**src/rtl/core/rounded_rect_fill_engine_top_macros.svh**
```systemverilog
// Assertion macros for the rounded rectangle fill engine.
// Expect clk_i and rst_ni in the scope of each use.
`ifndef ROUNDED_RECT_FILL_ENGINE_TOP_MACROS_SVH
`define ROUNDED_RECT_FILL_ENGINE_TOP_MACROS_SVH

// Check a property on every clock edge outside reset.
`define RRF_ASSERT(name, prop) \
  name: assert property (@(posedge clk_i) disable iff (!rst_ni) prop) \
    else $error("rrf assertion failed");

// Check that an effect follows in the cycle after its cause.
`define RRF_ASSERT_NEXT(name, cause, effect) \
  `RRF_ASSERT(name, (cause) |=> (effect))

`endif

```
**src/rtl/core/rrf_pkg.sv**
```systemverilog
// Shared types and constants for the rounded rectangle fill engine.
// No dependencies.
package rrf_pkg;

  localparam int unsigned MAX_SURFACE_WIDTH  = 256;
  localparam int unsigned MAX_SURFACE_HEIGHT = 256;

  localparam int unsigned SURF_W     = 9;
  localparam int unsigned CFG_IDX_W  = 1;
  localparam int unsigned CFG_DATA_W = 9;
  localparam int unsigned COLOR_W    = 24;
  localparam int unsigned AREA_W     = 2 * SURF_W;

  localparam logic [SURF_W-1:0]  SURF_RESET = 9'd256;
  localparam logic [COLOR_W-1:0] WHITE      = 24'hFF_FFFF;

  typedef enum logic [1:0] {
    ACT_DRAW  = 2'd0,
    ACT_CLEAR = 2'd1,
    ACT_READ  = 2'd2
  } action_e;

  typedef enum logic [CFG_IDX_W-1:0] {
    REG_SURFACE_WIDTH  = 1'b0,
    REG_SURFACE_HEIGHT = 1'b1
  } cfg_reg_e;

  typedef struct packed {
    logic        [1:0]  action;
    logic signed [15:0] pos_x;
    logic signed [15:0] pos_y;
    logic        [11:0] rect_width;
    logic        [11:0] rect_height;
    logic        [11:0] corner_radius;
    logic        [31:0] color_in;
  } cmd_t;

endpackage

```
**src/rtl/core/rrf_raster.sv**
```systemverilog
// Command sequencer: clips, scans pixels through a pipelined corner test,
// sweeps clears and issues reads against the framebuffer. Depends on rrf_pkg.
module rrf_raster #(
  parameter int unsigned AW = 16
) (
  input  logic                              clk_i,
  input  logic                              rst_ni,
  input  logic                              cmd_valid_i,
  output logic                              cmd_ready_o,
  input  rrf_pkg::cmd_t                     cmd_i,
  input  logic [rrf_pkg::SURF_W-1:0]        eff_w_i,
  input  logic [rrf_pkg::SURF_W-1:0]        eff_h_i,
  output logic                              res_valid_o,
  input  logic                              res_ready_i,
  output logic [rrf_pkg::COLOR_W-1:0]       res_color_o,
  output logic                              wr_en_o,
  output logic [AW-1:0]                     wr_addr_o,
  output logic [rrf_pkg::COLOR_W-1:0]       wr_data_o,
  output logic                              rd_en_o,
  output logic [AW-1:0]                     rd_addr_o,
  input  logic [rrf_pkg::COLOR_W-1:0]       rd_data_i
);

  typedef enum logic [3:0] {
    ST_IDLE, ST_SETUP, ST_SQUARE, ST_SCAN, ST_DRAIN,
    ST_CLRSET, ST_CLEAR, ST_RDCHK, ST_RDMEM, ST_RDWAIT, ST_DONE
  } state_e;

  localparam int unsigned AREA_W = rrf_pkg::AREA_W;

  state_e                        state_q;
  logic                          p1_vld_q, p2_vld_q;
  logic                          res_valid_q;
  logic [rrf_pkg::COLOR_W-1:0]   res_color_q, result_q;
  logic [AREA_W-1:0]             clr_q, area_q;

  rrf_pkg::cmd_t                 cmd_q;
  logic signed [17:0]            c0_q, c1_q, r0_q, r1_q;
  logic [10:0]                   b_q;
  logic [21:0]                   r2_q;
  logic [11:0]                   wb_q, hb_q, col_q, row_q, cstart_q, cend_q, rend_q;
  logic [10:0]                   dx_q, dy_q;
  logic [8:0]                    px_q, py_q;
  logic [21:0]                   dx2_q, dy2_q;
  logic                          trivial_q;
  logic [AREA_W-1:0]             addr_q;

  logic signed [17:0] xs, ys, sw, sh, wd_s, ht_s, c1a, r1a;
  logic [10:0]        half_w, half_h, bw, b_d;
  logic [10:0]        dx_d, dy_d;
  logic [11:0]        dx_t, dy_t;
  logic [16:0]        px_t, py_t;
  logic               last_col, last_row, pix_wr, in_bounds;
  logic [22:0]        dsq_sum;

  always_comb begin
    xs     = 18'(cmd_q.pos_x);
    ys     = 18'(cmd_q.pos_y);
    sw     = $signed({9'd0, eff_w_i});
    sh     = $signed({9'd0, eff_h_i});
    wd_s   = $signed({6'd0, cmd_q.rect_width});
    ht_s   = $signed({6'd0, cmd_q.rect_height});
    c1a    = sw - xs;
    r1a    = sh - ys;
    half_w = cmd_q.rect_width[11:1];
    half_h = cmd_q.rect_height[11:1];
    bw     = (cmd_q.corner_radius > {1'b0, half_w}) ? half_w : cmd_q.corner_radius[10:0];
    b_d    = (bw > half_h) ? half_h : bw;
    in_bounds = (xs >= 18'sd0) && (ys >= 18'sd0) && (xs < sw) && (ys < sh);
  end

  always_comb begin
    dx_t = 12'd0;
    dy_t = 12'd0;
    if (b_q != 11'd0) begin
      if (col_q < {1'b0, b_q}) begin
        dx_t = {1'b0, b_q} - col_q;
      end else if (col_q >= wb_q) begin
        dx_t = col_q - wb_q + 12'd1;
      end
      if (row_q < {1'b0, b_q}) begin
        dy_t = {1'b0, b_q} - row_q;
      end else if (row_q >= hb_q) begin
        dy_t = row_q - hb_q + 12'd1;
      end
    end
    dx_d     = dx_t[10:0];
    dy_d     = dy_t[10:0];
    px_t     = 17'(cmd_q.pos_x) + {5'd0, col_q};
    py_t     = 17'(cmd_q.pos_y) + {5'd0, row_q};
    last_col = (12'(col_q + 12'd1) == cend_q);
    last_row = (12'(row_q + 12'd1) == rend_q);
    dsq_sum  = {1'b0, dx2_q} + {1'b0, dy2_q};
    pix_wr   = p2_vld_q && (trivial_q || (dsq_sum <= {1'b0, r2_q}));
  end

  assign cmd_ready_o = (state_q == ST_IDLE);
  assign res_valid_o = res_valid_q;
  assign res_color_o = res_color_q;
  assign wr_en_o     = (state_q == ST_CLEAR) || pix_wr;
  assign wr_addr_o   = (state_q == ST_CLEAR) ? AW'(clr_q) : AW'(addr_q);
  assign wr_data_o   = (state_q == ST_CLEAR) ? rrf_pkg::WHITE : cmd_q.color_in[31:8];
  assign rd_en_o     = (state_q == ST_RDMEM);
  assign rd_addr_o   = AW'(addr_q);

  always_ff @(posedge clk_i or negedge rst_ni) begin
    if (!rst_ni) begin
      state_q     <= ST_IDLE;
      p1_vld_q    <= 1'b0;
      p2_vld_q    <= 1'b0;
      res_valid_q <= 1'b0;
      res_color_q <= '0;
      result_q    <= '0;
      clr_q       <= '0;
      area_q      <= '0;
    end else begin
      p2_vld_q <= p1_vld_q;
      p1_vld_q <= (state_q == ST_SCAN);
      if (res_valid_q && res_ready_i && state_q != ST_DONE) begin
        res_valid_q <= 1'b0;
      end
      case (state_q)
        ST_IDLE: begin
          if (cmd_valid_i) begin
            result_q <= '0;
            case (cmd_i.action)
              rrf_pkg::ACT_DRAW:  state_q <= ST_SETUP;
              rrf_pkg::ACT_CLEAR: state_q <= ST_CLRSET;
              rrf_pkg::ACT_READ:  state_q <= ST_RDCHK;
              default:            state_q <= ST_DONE;
            endcase
          end
        end
        ST_SETUP:  state_q <= ST_SQUARE;
        ST_SQUARE: begin
          if (cmd_q.rect_width == 12'd0 || cmd_q.rect_height == 12'd0 ||
              c0_q >= c1_q || r0_q >= r1_q) begin
            state_q <= ST_DONE;
          end else begin
            state_q <= ST_SCAN;
          end
        end
        ST_SCAN: begin
          if (last_col && last_row) begin
            state_q <= ST_DRAIN;
          end
        end
        ST_DRAIN: begin
          if (!p1_vld_q && !p2_vld_q) begin
            state_q <= ST_DONE;
          end
        end
        ST_CLRSET: begin
          area_q <= {9'd0, eff_w_i} * {9'd0, eff_h_i};
          clr_q  <= '0;
          if (eff_w_i == '0 || eff_h_i == '0) begin
            state_q <= ST_DONE;
          end else begin
            state_q <= ST_CLEAR;
          end
        end
        ST_CLEAR: begin
          clr_q <= AREA_W'(clr_q + 1'b1);
          if (AREA_W'(clr_q + 1'b1) == area_q) begin
            state_q <= ST_DONE;
          end
        end
        ST_RDCHK: state_q <= in_bounds ? ST_RDMEM : ST_DONE;
        ST_RDMEM: state_q <= ST_RDWAIT;
        ST_RDWAIT: begin
          result_q <= rd_data_i;
          state_q  <= ST_DONE;
        end
        ST_DONE: begin
          if (!res_valid_q || res_ready_i) begin
            res_valid_q <= 1'b1;
            res_color_q <= result_q;
            state_q     <= ST_IDLE;
          end
        end
        default: state_q <= ST_IDLE;
      endcase
    end
  end

  always_ff @(posedge clk_i) begin
    if (state_q == ST_IDLE && cmd_valid_i) begin
      cmd_q <= cmd_i;
    end
    if (state_q == ST_SETUP) begin
      c0_q <= (xs < 18'sd0) ? -xs : 18'sd0;
      c1_q <= (c1a < wd_s) ? c1a : wd_s;
      r0_q <= (ys < 18'sd0) ? -ys : 18'sd0;
      r1_q <= (r1a < ht_s) ? r1a : ht_s;
      b_q  <= b_d;
    end
    if (state_q == ST_SQUARE) begin
      r2_q     <= {11'd0, b_q} * {11'd0, b_q};
      wb_q     <= cmd_q.rect_width - {1'b0, b_q};
      hb_q     <= cmd_q.rect_height - {1'b0, b_q};
      cstart_q <= c0_q[11:0];
      col_q    <= c0_q[11:0];
      row_q    <= r0_q[11:0];
      cend_q   <= c1_q[11:0];
      rend_q   <= r1_q[11:0];
    end
    if (state_q == ST_SCAN) begin
      if (last_col) begin
        col_q <= cstart_q;
        row_q <= 12'(row_q + 12'd1);
      end else begin
        col_q <= 12'(col_q + 12'd1);
      end
      dx_q <= dx_d;
      dy_q <= dy_d;
      px_q <= px_t[8:0];
      py_q <= py_t[8:0];
    end
    dx2_q     <= {11'd0, dx_q} * {11'd0, dx_q};
    dy2_q     <= {11'd0, dy_q} * {11'd0, dy_q};
    trivial_q <= (dx_q == 11'd0) || (dy_q == 11'd0);
    if (state_q == ST_RDCHK) begin
      addr_q <= {9'd0, ys[8:0]} * {9'd0, eff_w_i} + {9'd0, xs[8:0]};
    end else begin
      addr_q <= {9'd0, py_q} * {9'd0, eff_w_i} + {9'd0, px_q};
    end
  end

endmodule
```
**config.mk**
```make
export PLATFORM = sky130hd
export DESIGN_NAME = rrf_raster
export DESIGN_NICKNAME = d
export VERILOG_FILES = /design/src/rtl/core/rounded_rect_fill_engine_top_macros.svh /design/src/rtl/core/rrf_pkg.sv /design/src/rtl/core/rrf_raster.sv
export SDC_FILE = /design/constraint.sdc
export NUM_CORES = 2
export LEC_CHECK = 0
export BUFFER_PORTS_ARGS = -buffer_cell sky130_fd_sc_hd__buf_4
export CAP_MARGIN = 10
export CORE_MARGIN = 4
export CORE_UTILIZATION = 69
export CTS_CLUSTER_DIAMETER = 120
export DETAILED_ROUTE_END_ITERATION = 10
export PLACE_DENSITY = 0.9
export SKIP_LAST_GASP = 1
export SLEW_MARGIN = 10
export SYNTH_ARGS = -nofsm -noshare
export SYNTH_HDL_FRONTEND = slang
export SYNTH_SLANG_ARGS = --single-unit
```
**constraint.sdc**
```tcl
create_clock -name clk_i -period 12.5 [get_ports clk_i]
set_input_delay 1.25 -clock clk_i [delete_from_list [all_inputs] [get_ports clk_i]]
set_output_delay 1.25 -clock clk_i [all_outputs]
set_load 0.01 [all_outputs]
```
==> summary.txt <==
Clocking
  – Root buf cell: clkbuf_16
  – CTS tree: yes
  – Max Root-Sink Buffers: 3
  – Htree depth: 2
  – Cts repair resizes: 0
  – CTS Buf Count: 53
  – Post-CTS Hold Fix Bufs: 0
  – Postcts setup bufs: 0
  – Clock Latency Late Sink: around 640 ps
  – CTS sink cnt: 468
  – Clk slew on worst S/H paths: around 60 ps

Timing
  – RSZ-0062 raised after global routing: false
  – Crit path time final: ~6900 ps
  – Slew Viols, Final: 0
  – Final setup fails: 0
  – FMAX: 145.8 MHz
  – Hold Violations, Final: 0
  – Final setup TNS: 0 ps
  – Final period utilization: 54.87%
  – Worst setup margin: ~5600 ps
  – Max_slew headroom: 15.40%
  – Worst hold margin: between 300 and 400 ps
  – Clk_skew: 37.83 ps
  – Measured slew at the worst slew-check pin: 1261 ps

Floorplanning
  – # IOs: between 200 and 250
  – Die Wd: 263.3 um
  – Cell row count: 93
  – Die area: a little under 70000 um^2
  – Initial Util: between 60% and 70%
  – Die height: between 200 and 300 um
  – Core area: 64460 um^2

Synthesis
  – Synth area leader: edfxtp_1
  – Syn_area_per_cell: between 9 and 10 um^2
  – EDFF count, synth: between 300 and 400
  – Ys flop type: edfxtp_1
  – Seq cells post-synth: 468
  – Synth cell types: just under 90
  – FFs w/ async S/R, synth: 19.44%
  – YS warnings: 0
  – Synth top area cells: edfxtp_1 (20%), fa_1 (16%), ha_1 (16%)
  – Commonest cells in the netlist: inv_1 (709), ha_1 (560), nand2_1 (464), fa_1 (364), edfxtp_1 (306)
  – Post-Syn Instances: 4663
  – Count leader, synth: inv_1
  – Seq/Total Area, Yosys: about 29%
  – Post-Syn Area: about 45000 um^2
  – Synth top area share: between 20 and 25%

Detailed routing
  – Avg Vias per Cell: 6.170
  – 1st-iter DRT viols: about 3000
  – DRC Markers: 0
  – Antenna-violating nets left: 0
  – Wirelength, routed: ~120 mm
  – Avg WL per Cell: about 20 um
  – Vias: about 35000
  – TritonRoute pass-1 iters: 8

Critical path
  – Setup CP Type: reg2reg
  – Crit end category: register
  – Worst-path fanout max: 12
  – Setup crit start kind: register
  – Critical Path RT: between 10000 and 15000 ps
  – WP data arrival: approximately 7200 ps

Layout
  – Ant diodes: 0
  – Final nets: between 5000 and 6000
  – Area Overhead vs Synth: 9.584%
  – Share of cells above drive strength 1: about 8.8%

Global routing
  – First-pass GRT wire length: roughly 190 mm
  – Vias in the first global route: around 37000
  – Overall routing resource usage: between 30% and 40%
  – GR Overflow Total: 0
  – Pin count of the biggest net entering global routing: approximately 80
  – Number of antenna violations at the first check in global routing: 4

Flow run
  – Max-Cap Viols: 0

Status
  – Outcome: finished, final reports clean

Placed design
  – Hpwl dp: about 88 mm
  – Final Wtd Congestion: between 0.9 and 1
  – Placement Setup Slack: 5816 ps
  – Port Buf Inserts: 223

Min path
  – Hold crit path type: reg2reg
[cell families after synthesis]
logic type	count (synthesis)	synth area share, %
other	1	0.008336
xor gates and xnor gates	295	5.835
AOI/OAI and AO/OA	716	10.03
buffers and inverters	860	7.220
and+or+nand+nor	1305	14.18
muxes	94	2.308
DFF	468	28.65
adders and majority gates	924	31.77
[final timing paths]
check | start | endpoint | slack [ps] | depth (start not counted)
max | b_q[4] | r2_q[21] | 5640 | 19
min | p1_vld_q | p2_vld_q | 380 | 0
max reg2reg | b_q[4] | r2_q[21] | 5640 | 19
min reg2reg | p1_vld_q | p2_vld_q | 380 | 0
max in group asynchronous | rst_ni | area_q[0] | 10790 | 2
min in group asynchronous | rst_ni | res_color_o[6] | 490 | 1
[flip-flops by register name, summed over array words and instances (netlist names), 16 cells and up]
name	count
dy2_q	21
area_q	18
addr_q	16
c0_q	18
c1_q	17
r1_q	17
r0_q	18
dx2_q	21
res_color_o	24
clr_q	18
r2_q	21
result_q	24
cmd_q	92
[per-layer routing]
metal | GRT usage [%] | vias to the layer above | wire length (um)
li1 | - | 15890 | -
met1 | 38.62 | 16960 | 40850
met2 | 56.01 | 1848 | 55530
met3 | 6.505 | 604 | 10360
met4 | 22.26 | 2 | 9425
met5 | 0 | - | 11
[through the flow]
stage | util, % | cells | cell area, um^2
after floorplan | - | 4666 | 45000
after global placement | 73.49 | 5622 | 47380
after detailed placement | 73.49 | 5622 | 47380
after CTS | 76.47 | 5722 | 49290
after global routing | 76.47 | 5722 | 49300
final | 76.47 | 5722 | 49300
[area by class of cell]
class	instances	area, um^2
repair buffers	246	1847
fillers	4024	15170
clock buffers	68	1445
clock inverters	32	470.5
multi-input cells	3338	28890
flip-flops and latches	468	12890
well taps	855	1070
inverters	715	2688
[critical path: stages, from the launching register on]
cell	delay (ps)
edfxtp_1	650
clkinv_1	720
nor2_1	470
fa_1	470
fa_1	490
fa_1	510
fa_1	490
inv_1	50
fa_1	480
inv_1	40
ha_1	340
a21o_1	180
a21oi_1	280
a2bb2oi_1	200
o311ai_0	250
a21o_1	250
a21oi_1	270
o2111ai_1	160
a21oi_1	200
xor2_1	80
[cells in the final DEF (no fill, tap or decap), drive strengths merged, types with 11 or more instances in the layout]
master	Yosys	routed
inv	709	713
ha	560	560
nand2	464	464
fa	364	364
edfxtp	306	306
buf	16	246
nor2	241	241
o21ai	206	206
xnor2	198	198
and2	196	196
a21oi	187	187
xor2	94	94
dfrtp	91	91
a21o	81	81
mux2	78	78
dfxtp	71	71
nand2b	68	68
clkbuf	129	68
nand3	64	64
nor3	63	63
nor2b	43	43
nor4	39	39
nand4	36	36
and3	33	33
o21a	29	29
o21bai	28	28
a211oi	27	27
clkinv	6	19
a31oi	18	18
or3	18	18
o31ai	18	18
a22oi	18	18
mux2i	16	16
o211ai	14	14
o41ai	11	11
Power is left out: the tool's default activity adds up to more than one toggle a clock period on the data nets, which glitch-free logic cannot reach.
